## config.mk

```make
export PLATFORM = sky130hd
export DESIGN_NAME = peer_keepalive_monitor
export DESIGN_NICKNAME = d
export VERILOG_FILES = /design/src/rtl/pkm_pkg.sv /design/src/rtl/pkm_cell.sv /design/src/rtl/peer_keepalive_monitor.sv
export VERILOG_INCLUDE_DIRS = /design/src /design/src/rtl
export SDC_FILE = /design/constraint.sdc
export NUM_CORES = 1
export LEC_CHECK = 0
export ABC_AREA = 1
export CAP_MARGIN = 40
export CORE_ASPECT_RATIO = 0.7
export CORE_MARGIN = 1.5
export CORE_UTILIZATION = 25
export DETAILED_ROUTE_END_ITERATION = 16
export DONT_BUFFER_PORTS = 1
export SYNTH_ARGS = -nofsm -noshare
export SYNTH_HDL_FRONTEND = slang
export SYNTH_SLANG_ARGS = --single-unit
```

## constraint.sdc

```tcl
create_clock -name clk -period 35.5 [get_ports clk]
set_input_delay 0 -clock clk [delete_from_list [all_inputs] [get_ports clk]]
set_output_delay 0 -clock clk [all_outputs]
set_load 0.02 [all_outputs]
```

## src/rtl/peer_keepalive_monitor_defines.svh

```systemverilog
// Assertion macros for the peer keepalive monitor.
// Used by the modules under rtl; needs a clk and rst_n in scope.
`ifndef PEER_KEEPALIVE_MONITOR_DEFINES_SVH
`define PEER_KEEPALIVE_MONITOR_DEFINES_SVH
`ifndef SYNTHESIS
`define PKM_ASSERT(label, prop, msg) \
    label: assert property (@(posedge clk) disable iff (!rst_n) (prop)) else $error(msg);
`define PKM_ASSERT_NEXT(label, pre, post, msg) \
    label: assert property (@(posedge clk) disable iff (!rst_n) (pre) |=> (post)) \
        else $error(msg);
`else
`define PKM_ASSERT(label, prop, msg)
`define PKM_ASSERT_NEXT(label, pre, post, msg)
`endif
`endif

```

## src/rtl/pkm_pkg.sv

```systemverilog
// Shared types and constants of the peer keepalive monitor.
// No dependencies.
package pkm_pkg;

    localparam int PEERS       = 16;
    localparam int MAX_RESULTS = 16;
    localparam int STEP_W      = (PEERS > 1) ? $clog2(PEERS) : 1;
    localparam int CNT_W       = $clog2(MAX_RESULTS + 1);

    localparam logic [19:0] PERIODIC_RESET = 20'd60000;
    localparam logic [19:0] TRANSMIT_RESET = 20'd5000;
    localparam logic [7:0]  RETRY_RESET    = 8'd3;
    localparam logic [7:0]  RETRY_MAX      = 8'd255;

    localparam logic [1:0] CFG_PERIODIC = 2'd0;
    localparam logic [1:0] CFG_TRANSMIT = 2'd1;
    localparam logic [1:0] CFG_RETRY    = 2'd2;

    localparam logic [1:0] EV_ACK  = 2'd0;
    localparam logic [1:0] EV_SEND = 2'd1;
    localparam logic [1:0] EV_DOWN = 2'd2;
    localparam logic [1:0] EV_FULL = 2'd3;

    localparam logic [1:0] KIND_HEARTBEAT = 2'd3;

    typedef enum logic [1:0] {
        OP_ADD  = 2'd0,
        OP_RESP = 2'd1,
        OP_TICK = 2'd2
    } op_t;

    typedef enum logic [2:0] {
        ST_IDLE,
        ST_SCAN,
        ST_APPLY,
        ST_TICK,
        ST_FLUSH
    } state_t;

    typedef struct packed {
        logic [1:0]  op;
        logic [31:0] peer_address;
        logic [1:0]  interface_kind;
    } in_t;

    typedef struct packed {
        logic [1:0]  event_res;
        logic [31:0] out_address;
        logic [1:0]  out_kind;
        logic [15:0] sequence_res;
        logic [7:0]  retries;
        logic        last;
    } out_t;

    typedef struct packed {
        logic        valid;
        logic [31:0] address;
        logic [1:0]  kind;
        logic        awaiting;
        logic [19:0] countdown;
        logic [7:0]  retries;
    } entry_t;

endpackage

```

## src/rtl/pkm_cell.sv

```systemverilog
// One peer table cell of the rotating ring.
// Depends on pkm_pkg.
module pkm_cell
    import pkm_pkg::*;
(
    input  logic   clk,
    input  logic   rst_n,
    input  logic   shift,
    input  entry_t d,
    output entry_t q
);

    logic   valid_reg;
    entry_t data_reg;

    always_ff @(posedge clk or negedge rst_n)
    begin
        if (!rst_n)
        begin
            valid_reg <= 1'b0;
        end
        else if (shift)
        begin
            valid_reg <= d.valid;
        end
    end

    always_ff @(posedge clk)
    begin
        if (shift)
        begin
            data_reg <= d;
        end
    end

    always_comb
    begin
        q       = data_reg;
        q.valid = valid_reg;
    end

endmodule

```

## src/rtl/peer_keepalive_monitor.sv

```systemverilog
// Top level of the peer keepalive monitor: cell ring and pass sequencer.
// Depends on pkm_pkg, pkm_cell and peer_keepalive_monitor_defines.svh.

// The peer table is a ring of PEERS cells that rotates one cell per cycle
// during a scan, update or tick pass, unless a tick stalls on a full
// output; the sequencer edits the entry at the head. A tick takes one
// revolution and, when it produced results, then hands over its final
// result in the flush state. An add or a response searches for one
// revolution; when it has an entry to edit it updates in a second one and
// then flushes its result once the output is free; an unknown peer on a
// response or a full table on an add goes straight to the flush. One
// transaction is worked at a time; ready is high only when idle.
`include "peer_keepalive_monitor_defines.svh"
module peer_keepalive_monitor
    import pkm_pkg::*;
(
    input  logic        clk,
    input  logic        rst_n,
    input  logic        in_valid,
    output logic        in_ready,
    input  in_t         in_item,
    output logic        out_valid,
    input  logic        out_ready,
    output out_t        out_item,
    input  logic        cfg_we,
    input  logic [1:0]  cfg_index,
    input  logic [19:0] cfg_data
);

    logic [19:0] periodic_reg;
    logic [19:0] transmit_reg;
    logic [7:0]  retry_limit_reg;

    state_t state_reg, state_next;
    logic [STEP_W-1:0] step_reg;
    logic [CNT_W-1:0]  res_count_reg;
    logic [1:0]  op_reg;
    logic [31:0] addr_reg;
    logic [1:0]  kind_reg;
    logic found_reg, free_reg;
    logic [STEP_W-1:0] match_idx_reg, free_idx_reg;
    logic [15:0] seq_reg [4];

    logic pend_valid_reg;
    out_t pend_reg;
    logic out_valid_reg;
    out_t out_reg;

    entry_t cell_q [PEERS];
    entry_t head, head_next;
    logic   shift;
    logic   gen, gen_ok, stall;
    out_t   gen_item;
    logic   seq_wr;
    logic [15:0] seq_new;
    logic [1:0]  kidx;
    logic   last_step, match_now, out_free;
    logic [STEP_W-1:0] tgt;

    genvar g;
    generate
        for (g = 0; g < PEERS; g++)
        begin : g_cell
            entry_t d;
            if (g == PEERS - 1)
            begin : g_tail
                assign d = head_next;
            end
            else
            begin : g_mid
                assign d = cell_q[g + 1];
            end
            pkm_cell u_cell (
                .clk   (clk),
                .rst_n (rst_n),
                .shift (shift),
                .d     (d),
                .q     (cell_q[g])
            );
        end
    endgenerate

    assign head      = cell_q[0];
    assign last_step = (step_reg == STEP_W'(PEERS - 1));
    assign match_now = head.valid && (head.address == addr_reg);
    assign out_free  = !out_valid_reg || out_ready;
    assign tgt       = found_reg ? match_idx_reg : free_idx_reg;
    assign kidx      = (state_reg == ST_APPLY && !found_reg) ? kind_reg : head.kind;

    // datapath on the head cell
    always_comb
    begin
        head_next = head;
        gen       = 1'b0;
        gen_item  = '0;
        seq_wr    = 1'b0;
        seq_new   = seq_reg[kidx] + 16'd1;
        shift     = 1'b0;
        case (state_reg)
            ST_SCAN:
            begin
                shift = 1'b1;
            end
            ST_APPLY:
            begin
                shift = 1'b1;
                if (step_reg == tgt)
                begin
                    if (op_reg == OP_ADD && !found_reg)
                    begin
                        head_next.valid   = 1'b1;
                        head_next.address = addr_reg;
                        head_next.kind    = kind_reg;
                        head_next.retries = '0;
                    end
                    if (op_reg == OP_RESP)
                    begin
                        head_next.retries = '0;
                    end
                    head_next.awaiting  = 1'b0;
                    head_next.countdown = periodic_reg;
                    gen = 1'b1;
                    gen_item = '{EV_ACK, head_next.address, head_next.kind,
                                 seq_reg[kidx], head_next.retries, 1'b0};
                end
            end
            ST_TICK:
            begin
                if (head.valid)
                begin
                    if (head.countdown > 20'd1)
                    begin
                        head_next.countdown = head.countdown - 20'd1;
                    end
                    else if (res_count_reg >= CNT_W'(MAX_RESULTS))
                    begin
                        head_next.countdown = 20'd1;
                    end
                    else if (head.retries >= retry_limit_reg)
                    begin
                        gen = 1'b1;
                        head_next.valid = 1'b0;
                        gen_item = '{EV_DOWN, head.address, head.kind,
                                     seq_reg[kidx], head.retries, 1'b0};
                    end
                    else
                    begin
                        gen = 1'b1;
                        if (!head.awaiting)
                        begin
                            seq_wr = 1'b1;
                            head_next.awaiting = 1'b1;
                        end
                        else if (head.retries < RETRY_MAX)
                        begin
                            head_next.retries = head.retries + 8'd1;
                        end
                        head_next.countdown = transmit_reg;
                        gen_item = '{EV_SEND, head.address, head.kind,
                                     seq_wr ? seq_new : seq_reg[kidx],
                                     head_next.retries, 1'b0};
                    end
                end
                shift = 1'b1;
            end
            default:
            begin
                shift = 1'b0;
            end
        endcase
        stall = (state_reg == ST_TICK) && gen && pend_valid_reg && !out_free;
        if (stall)
        begin
            shift  = 1'b0;
            seq_wr = 1'b0;
        end
        gen_ok = gen && !stall;
    end

    always_comb
    begin
        state_next = state_reg;
        case (state_reg)
            ST_IDLE:
            begin
                if (in_valid)
                begin
                    case (in_item.op)
                        OP_ADD, OP_RESP: state_next = ST_SCAN;
                        OP_TICK:         state_next = ST_TICK;
                        default:         state_next = ST_IDLE;
                    endcase
                end
            end
            ST_SCAN:
            begin
                if (last_step)
                begin
                    if ((found_reg || match_now) ||
                        (op_reg == OP_ADD && (free_reg || !head.valid)))
                    begin
                        state_next = ST_APPLY;
                    end
                    else
                    begin
                        state_next = ST_FLUSH;
                    end
                end
            end
            ST_APPLY:
            begin
                if (last_step)
                begin
                    state_next = ST_FLUSH;
                end
            end
            ST_TICK:
            begin
                if (shift && last_step)
                begin
                    state_next = (pend_valid_reg || gen_ok) ? ST_FLUSH : ST_IDLE;
                end
            end
            ST_FLUSH:
            begin
                if (out_free)
                begin
                    state_next = ST_IDLE;
                end
            end
            default:
            begin
                state_next = ST_IDLE;
            end
        endcase
    end

    assign in_ready  = (state_reg == ST_IDLE);
    assign out_valid = out_valid_reg;
    assign out_item  = out_reg;

    always_ff @(posedge clk or negedge rst_n)
    begin
        if (!rst_n)
        begin
            periodic_reg    <= PERIODIC_RESET;
            transmit_reg    <= TRANSMIT_RESET;
            retry_limit_reg <= RETRY_RESET;
        end
        else if (cfg_we)
        begin
            case (cfg_index)
                CFG_PERIODIC: periodic_reg    <= cfg_data;
                CFG_TRANSMIT: transmit_reg    <= cfg_data;
                CFG_RETRY:    retry_limit_reg <= cfg_data[7:0];
                default:      ;
            endcase
        end
    end

    always_ff @(posedge clk or negedge rst_n)
    begin
        if (!rst_n)
        begin
            state_reg      <= ST_IDLE;
            step_reg       <= '0;
            res_count_reg  <= '0;
            found_reg      <= 1'b0;
            free_reg       <= 1'b0;
            match_idx_reg  <= '0;
            free_idx_reg   <= '0;
            pend_valid_reg <= 1'b0;
            out_valid_reg  <= 1'b0;
            seq_reg[0]     <= '0;
            seq_reg[1]     <= '0;
            seq_reg[2]     <= '0;
            seq_reg[KIND_HEARTBEAT] <= 16'd1;
        end
        else
        begin
            state_reg <= state_next;
            if (seq_wr)
            begin
                seq_reg[kidx] <= seq_new;
            end
            if (state_reg == ST_IDLE)
            begin
                step_reg      <= '0;
                res_count_reg <= '0;
                found_reg     <= 1'b0;
                free_reg      <= 1'b0;
            end
            else if (shift)
            begin
                step_reg <= last_step ? '0 : step_reg + STEP_W'(1);
            end
            if (state_reg == ST_SCAN)
            begin
                if (match_now && !found_reg)
                begin
                    found_reg     <= 1'b1;
                    match_idx_reg <= step_reg;
                end
                if (!head.valid && !free_reg)
                begin
                    free_reg     <= 1'b1;
                    free_idx_reg <= step_reg;
                end
                if (last_step && state_next == ST_FLUSH)
                begin
                    pend_valid_reg <= 1'b1;
                    pend_reg <= '{(op_reg == OP_ADD) ? EV_FULL : EV_ACK,
                                  addr_reg, kind_reg, 16'd0, 8'd0, 1'b0};
                end
            end
            if (gen_ok)
            begin
                pend_valid_reg <= 1'b1;
                pend_reg       <= gen_item;
                res_count_reg  <= res_count_reg + CNT_W'(1);
            end
            if (state_reg == ST_FLUSH && out_free)
            begin
                out_valid_reg  <= 1'b1;
                pend_valid_reg <= 1'b0;
            end
            else if (gen_ok && pend_valid_reg)
            begin
                out_valid_reg <= 1'b1;
            end
            else if (out_ready)
            begin
                out_valid_reg <= 1'b0;
            end
        end
    end

    always_ff @(posedge clk)
    begin
        if (in_valid && in_ready)
        begin
            op_reg   <= in_item.op;
            addr_reg <= in_item.peer_address;
            kind_reg <= in_item.interface_kind;
        end
        if (state_reg == ST_FLUSH && out_free)
        begin
            out_reg <= '{pend_reg.event_res, pend_reg.out_address, pend_reg.out_kind,
                         pend_reg.sequence_res, pend_reg.retries, 1'b1};
        end
        else if (gen_ok && pend_valid_reg)
        begin
            out_reg <= '{pend_reg.event_res, pend_reg.out_address, pend_reg.out_kind,
                         pend_reg.sequence_res, pend_reg.retries, 1'b0};
        end
    end

    `PKM_ASSERT(a_flush_has_result, (state_reg != ST_FLUSH) || pend_valid_reg, "flush without result")
    `PKM_ASSERT(a_idle_no_pending, (state_reg != ST_IDLE) || !pend_valid_reg, "result left pending")
    `PKM_ASSERT_NEXT(a_stall_holds_ring, stall, $stable(step_reg), "ring moved on a stall")

endmodule

```

==> metrics.md, run 1 <==
| Metric | Value |
|---|---|
| Initial antenna violation count | 13 |
| Post-cts sizing count | 0 |
| Max reg flops | around 1,000 |
| DRC violations left | 0 |
| Gpl congestion | 0.837 |
| Post-synthesis register bit count | 1,317 |
| Clk root buf | clkbuf_16 |
| TritonRoute pass-1 iters | 5 |
| Max Clk Rate | 0.181 GHz |
| Post-synthesis sequential area ratio | 82.1% |
| Setup Crit Path Kind | register to register |
| Layout cells sized above 1 | 9.18% |
| Dpl hpwl | 56,900 um |
| Final setup fails | 0 |
| IO buf count | 0 |
| Unique masters post-synth | 51 |
| CP max FO | 57 |
| Final critical-path required period | roughly 5.5 ns |
| Cell chain of the critical path | inv_2, nand2_4, nor2_4, inv_2, nor2_2, nand3_2, buf_12, nor3_1, a21oi_4, buf_4, buf_16, buf_4, buf_4, buf_16, buf_4, buf_16 |
| Tcrit/Tclk final | 15.6% |
| First-pass GRT wire length | approximately 140,000 um |
| Arrival @ worst endpoint | roughly 6.0 ns |
| Final Hold Viols | 0 |
| Area of the multi-input gates | between 7000 and 8000 sq um |
| Mapped Area | 47,200 sq um |
| GR Util All Layers | approximately a tenth |
| Wire per inst | between 15 and 20 um |
| Final #Nets | 3,421 |
| CTS tree | done |
| Area Growth Syn to Fin | 18.4% |
| Syn Inst Count | about 3,100 |
| TritonCTS Buffers | 131 |
| Mean Syn Cell Area | 15.0 sq um |
| CTS Hold Bufs | 117 |
| Fillcell total | 18,500 |
| Clock transition at the registers of the reported paths | ~0.06 ns |
| RSZ-0062 raised after global routing | no |
| CP startpoint kind | register |
| MaxCap Viol Count | 0 |
| FF/Latch Area | 38,800 sq um |
| Asr flop ratio synth | 11.5% |
| Die height | 367 um |
| HP Class | input pin to register |
| Most frequent CP cell | buf_4 |
| CTS sink cnt | 1,317 |
| Delay of the slowest critical-path stage | 0.51 ns |
| Post-Syn Nets | roughly 3,200 |
| IO Pins | 126 |
| Die area | 192,000 sq um |
| Finished Core Util | about 30% |
| CP max-delay cell | dfrtp_1 |
| Postcts setup bufs | 0 |
| Maximum number of pins on one net before global-route repair | 197 |
| Post-synth EDFFs | roughly 1,200 |
| Pwr/cell area | between 90 and 100 nW/um^2 |
| Total power | between 5000 and 6000 uW |
| Worst path required time | 35.93 ns |
| Crit path capture type | register |
| Via-per-instance ratio | slightly above 4 |
| Layout Skew | ~0.027 ns |
| Core Area | 188,000 sq um |
| Max-slew violation count | 0 |
| WL final | 92,700 um |
| Core Rows | 133 |
| Max Root-Sink Buffers | 3 |
| Synth Warn # | 0 |
| Worst skew pair latency | 0.76 ns |
| Initial Util | 25.2% |
| Ys flop type | edfxtp_1 |
| Initial DRC count | 2,556 |
| CTS H-tree lvls | 4 |
| Static leakage | around 0.02 uW |
| Run status | finished clean |
| Slew margin rel. | 23.6% |
| Total grt overflow | 0 |
| Final ANT Viol Nets | 0 |
| Vias post-DR | 24,400 |
| Setup TNS | 0 ns |
| Die width | roughly 520 um |
| Worst-margin pin slew | 1.15 ns |
| Peak supply drop | roughly 90 uV |
| Vias in the first global route | 23,200 |
[logic make-up (layout without fill, tap and decap cells)]
logic type / count (synthesis) / count (layout) / share of synthesized area [%]
AO/OA/AOI/OAI: 436 / 436 / 4.96
XOR/XNOR: 27 / 27 / 0.501
adder cells (fa/ha/maj): 15 / 15 / 0.397
buffers and inverters: 341 / 644 / 2.88
flip-flops: 1317 / 1317 / 82.1
multiplexers: 1 / 1 / 0.0212
other: 0 / 4 / 0
AND/OR/NAND/NOR: 1004 / 1004 / 9.13
[cells in the mapped netlist, types with 7 or more instances]
library cell | instances | area [sq um]
clkbuf_1 | 55 | 206
nor3_1 | 8 | 40.0
o21ai_1 | 15 | 75.1
nor2_2 | 7 | 43.8
o21a_1 | 10 | 75.1
nand2_2 | 9 | 56.3
ha_1 | 15 | 188
a31oi_1 | 9 | 56.3
inv_1 | 232 | 871
inv_2 | 20 | 75.1
nor2_1 | 158 | 593
a21oi_1 | 99 | 495
o22ai_1 | 10 | 62.6
o211ai_1 | 16 | 120
nor2_4 | 11 | 124
edfxtp_1 | 1164 | 35000
xor2_1 | 21 | 184
nand3_1 | 131 | 656
o21ai_0 | 258 | 1290
buf_2 | 18 | 90.1
nand4_1 | 21 | 131
nand2_1 | 631 | 2370
dfstp_2 | 15 | 394
o2111ai_1 | 7 | 61.3
dfrtp_1 | 137 | 3430
[metrics by stage]
step	std cells	cell area [sq um]	hold slack [ns]	setup WS (ns)
floorplan	3141	47200	-0.296	4.51
finish	5945	56000	0.0343	29.97
global placement	5575	50200	-0.245	28.37
detailed placement	5588	50500	-0.244	29.92
global route	5942	55900	0.0182	29.53
CTS	5939	55900	0.00337	29.93
[metal layers]
metal | routed length [um] | vias up | track usage (%)
li1 | - | 11600 | -
met5 | 13 | - | 0
met4 | 3040 | 2 | 4.00
met1 | 43300 | 12000 | 13.7
met2 | 40600 | 659 | 13.8
met3 | 5790 | 175 | 2.49
[cells in the final DEF, fill, tap and decap left out, types with 6 or more instances in the layout]
cell,Yosys,final
a21oi_1,99,98
nand2_1,631,629
inv_6,0,6
clkbuf_1,55,36
bufinv_16,0,8
clkinv_1,3,16
clkinv_2,0,14
inv_1,232,232
nand4_1,21,21
dfrtp_1,137,137
o21a_1,10,10
inv_2,20,20
nor2_1,158,156
clkbuf_8,0,10
nor2_4,11,13
xnor2_1,6,6
o21ai_1,15,15
xor2_1,21,21
buf_16,0,10
o22ai_1,10,10
o21ai_0,258,258
nor2_2,7,7
dfstp_2,15,15
buf_4,5,21
edfxtp_1,1164,1164
nand2_4,6,7
a31oi_1,9,9
ha_1,15,15
nand3_1,131,131
nand2_2,9,10
dlygate4sd3_1,0,116
clkbuf_16,0,131
o2111ai_1,7,7
o211ai_1,16,16
nor3_1,8,8
[report_power, final]
group,leakage (uW),total [uW],internal [uW],switching (uW)
combinational,0.00493,830,178,652
sequential,0.0134,3010,2740,263
clock,0.00204,1350,770,581
[path summary, 6_finish.rpt]
path,slack (ns),cells past startpoint,start,to
setup / recovery,29.97,16,state_reg[2],g_cell[14].u_cell.q[49]
setup reg to reg,29.97,16,state_reg[2],g_cell[14].u_cell.q[49]
hold / removal,0.03,3,cfg_data[8],periodic_reg[8]
max in group asynchronous,34.35,2,rst_n,seq_reg[5]
hold reg to reg,0.40,0,g_cell[6].u_cell.q[21],g_cell[5].u_cell.q[21]
min in group asynchronous,0.20,2,rst_n,periodic_reg[16]
[area by class of cell]
class | instances | share of cell area [%]
sequential | 1317 | 69.3
timing repair buffer | 155 | 3.05
multi-input combinational | 1483 | 12.8
inverter | 255 | 1.71
antenna | 4 | 0.0179
clock buffer | 177 | 6.35
tap | 2497 | 5.58
clock inverter | 57 | 1.21
[worst max-delay path, delay by kind of cell (launching register included)]
kind | cells | cell delay (ns)
buffers and inverters | 10 | 3.19
DFF | 1 | 0.51
and+or+nand+nor | 5 | 0.85
AOI/OAI and AO/OA | 1 | 0.50
Power figures use the tool's default switching activity.
==> run 2: changes to the inputs <==
==> constraint.sdc (replaced) <==
create_clock -name clk -period 5.1 [get_ports clk]
set_input_delay 0 -clock clk [delete_from_list [all_inputs] [get_ports clk]]
set_output_delay 0 -clock clk [all_outputs]
set_load 0.02 [all_outputs]
==> metrics.md, run 2 (synthesized netlist as in run 1, its figures left out) <==
| Metric | Value |
|---|---|
| Vias in the first global route | 23,200 |
| First-pass GRT wire length | roughly 140,000 um |
| Worst-margin pin slew | 0.999 ns |
| WL final | 92,900 um |
| Peak supply drop | 654 uV |
| IO buf count | 0 |
| Clock transition at the registers of the reported paths | 0.07 ns |
| MaxCap Viol Count | 0 |
| Setup Crit Path Kind | register to register |
| Max reg flops | 1,008 |
| Wire per inst | roughly 16 um |
| Slew margin rel. | 33.4% |
| Run status | finished clean |
| Initial Util | around a quarter |
| CP startpoint kind | register |
| Most frequent cells in the layout | edfxtp_1, nand2_1, o21ai_0 |
| CP max-delay cell | buf_12 |
| Cell chain of the critical path | inv_2, nand2_4, nor2_4, inv_2, nor2_2, nand3_2, buf_4, nor3_1, a21oi_4, buf_12, buf_12 |
| IO Pins | 126 |
| Dpl hpwl | 58,800 um |
| Final #Nets | 3,402 |
| TritonCTS Buffers | approximately 120 |
| Hold slack | 0.00569 ns |
| Final Hold Viols | 0 |
| Crit path capture type | register |
| Postcts setup bufs | 0 |
| CP max FO | 147 |
| CTS tree | done |
| Die area | 192,000 sq um |
| HP Class | input pin to asynchronous set/reset pin |
| Clk root buf | clkbuf_16 |
| Pwr/cell area | 645 nW/um^2 |
| Core Rows | 133 |
| Final ANT Viol Nets | 0 |
| Vias post-DR | 24,400 |
| Initial DRC count | 2,365 |
| Max Clk Rate | 0.255 GHz |
| Layout cells sized above 1 | a little under a tenth |
| RSZ-0062 raised after global routing | no |
| Static leakage | 0.0203 uW |
| Layout Skew | 0.0325 ns |
| GR Util All Layers | roughly a tenth |
| Final setup fails | 0 |
| Die width | 523 um |
| Setup TNS | 0 ns |
| TritonRoute pass-1 iters | 7 |
| Initial antenna violation count | 12 |
| Final critical-path required period | 3.92 ns |
| CTS H-tree lvls | 3 |
| Arrival @ worst endpoint | 4.26 ns |
| Worst path required time | approximately 5.4 ns |
| Tcrit/Tclk final | 76.8% |
| CTS sink cnt | 1,317 |
| Delay of the slowest critical-path stage | 0.53 ns |
| Die height | 367 um |
| Max-slew violation count | 0 |
| DRC violations left | 0 |
| Most common cell after layout, fill and taps aside | edfxtp_1 |
| Via-per-instance ratio | 4.12 |
| Total grt overflow | 0 |
| Gpl congestion | about 0.86 |
| Area Growth Syn to Fin | 18.0% |
| Max Root-Sink Buffers | 3 |
| Maximum number of pins on one net before global-route repair | roughly 190 |
| Worst skew pair latency | 0.73 ns |
| Core Area | 188,000 sq um |
## run 2: metrics by stage
stage	utilization (%)	total power, uW	setup slack [ns]	area, sq um	std cells
2_1_floorplan	-	24400	0.343	47300	3141
4_1_cts	29.7	36400	1.22	55700	5921
3_5_place_dp	26.9	26800	1.24	50500	5589
5_1_grt	29.7	37900	0.998	55800	5922
3_3_place_gp	26.8	26400	1.25	50300	5580
6_report	29.7	36000	1.18	55800	5928
## run 2: metal layers
| layer | vias up | track usage [%] | routed length, um |
|---|---|---|---|
| met5 | - | 0 | 26 |
| met4 | 4 | 3.27 | 2700 |
| met3 | 162 | 2.27 | 6030 |
| met2 | 716 | 13.9 | 40900 |
| met1 | 12000 | 14.0 | 43300 |
| li1 | 11500 | - | - |
## run 2: area by class of cell
| type | count | area, sq um |
|---|---|---|
| well taps | 2497 | 3120 |
| inverters | 255 | 958 |
| flip-flops and latches | 1317 | 38800 |
| multi-input cells | 1483 | 7140 |
| clock inverters | 81 | 1100 |
| diodes | 6 | 15.0 |
| fillers | 18500 | 132000 |
| clock buffers | 141 | 3060 |
| repair buffers | 148 | 1580 |
## run 2: where the power goes
group	switching, uW	total, uW	leakage, uW	internal, uW
combinational	4490	5680	0.00488	1190
sequential	1860	21000	0.0134	19100
clock	3910	9350	0.00200	5440
total	10300	36000	0.0203	25700
## run 2: worst max-delay path: cells and delay by family, from the launching register on
kind	cells	cell delay, ns
compound gates	1	0.36
buf+inv	5	1.67
flops	1	0.51
simple gates	5	0.86
## run 2: final timing paths
path	cells after the start	end	from	slack (ns)
min in group clk	3	transmit_reg[8]	cfg_data[8]	0.04
max in group asynchronous	2	periodic_reg[16]	rst_n	4.33
worst max register to register	11	g_cell[1].u_cell.q[25]	state_reg[2]	1.18
worst min-delay path	2	g_cell[6].u_cell.valid_reg	rst_n	0.006
worst max-delay path	11	g_cell[1].u_cell.q[25]	state_reg[2]	1.18
worst min register to register	0	g_cell[10].u_cell.q[22]	g_cell[11].u_cell.q[22]	0.40
## run 2: what timing repair did
| action | CTS | global route |
|---|---|---|
| gates resized for setup | 0 | 0 |
| endpoints found under the hold margin | 284 | 0 |
| hold buffers | 110 | 0 |
| endpoints found under the setup margin | 0 | 0 |
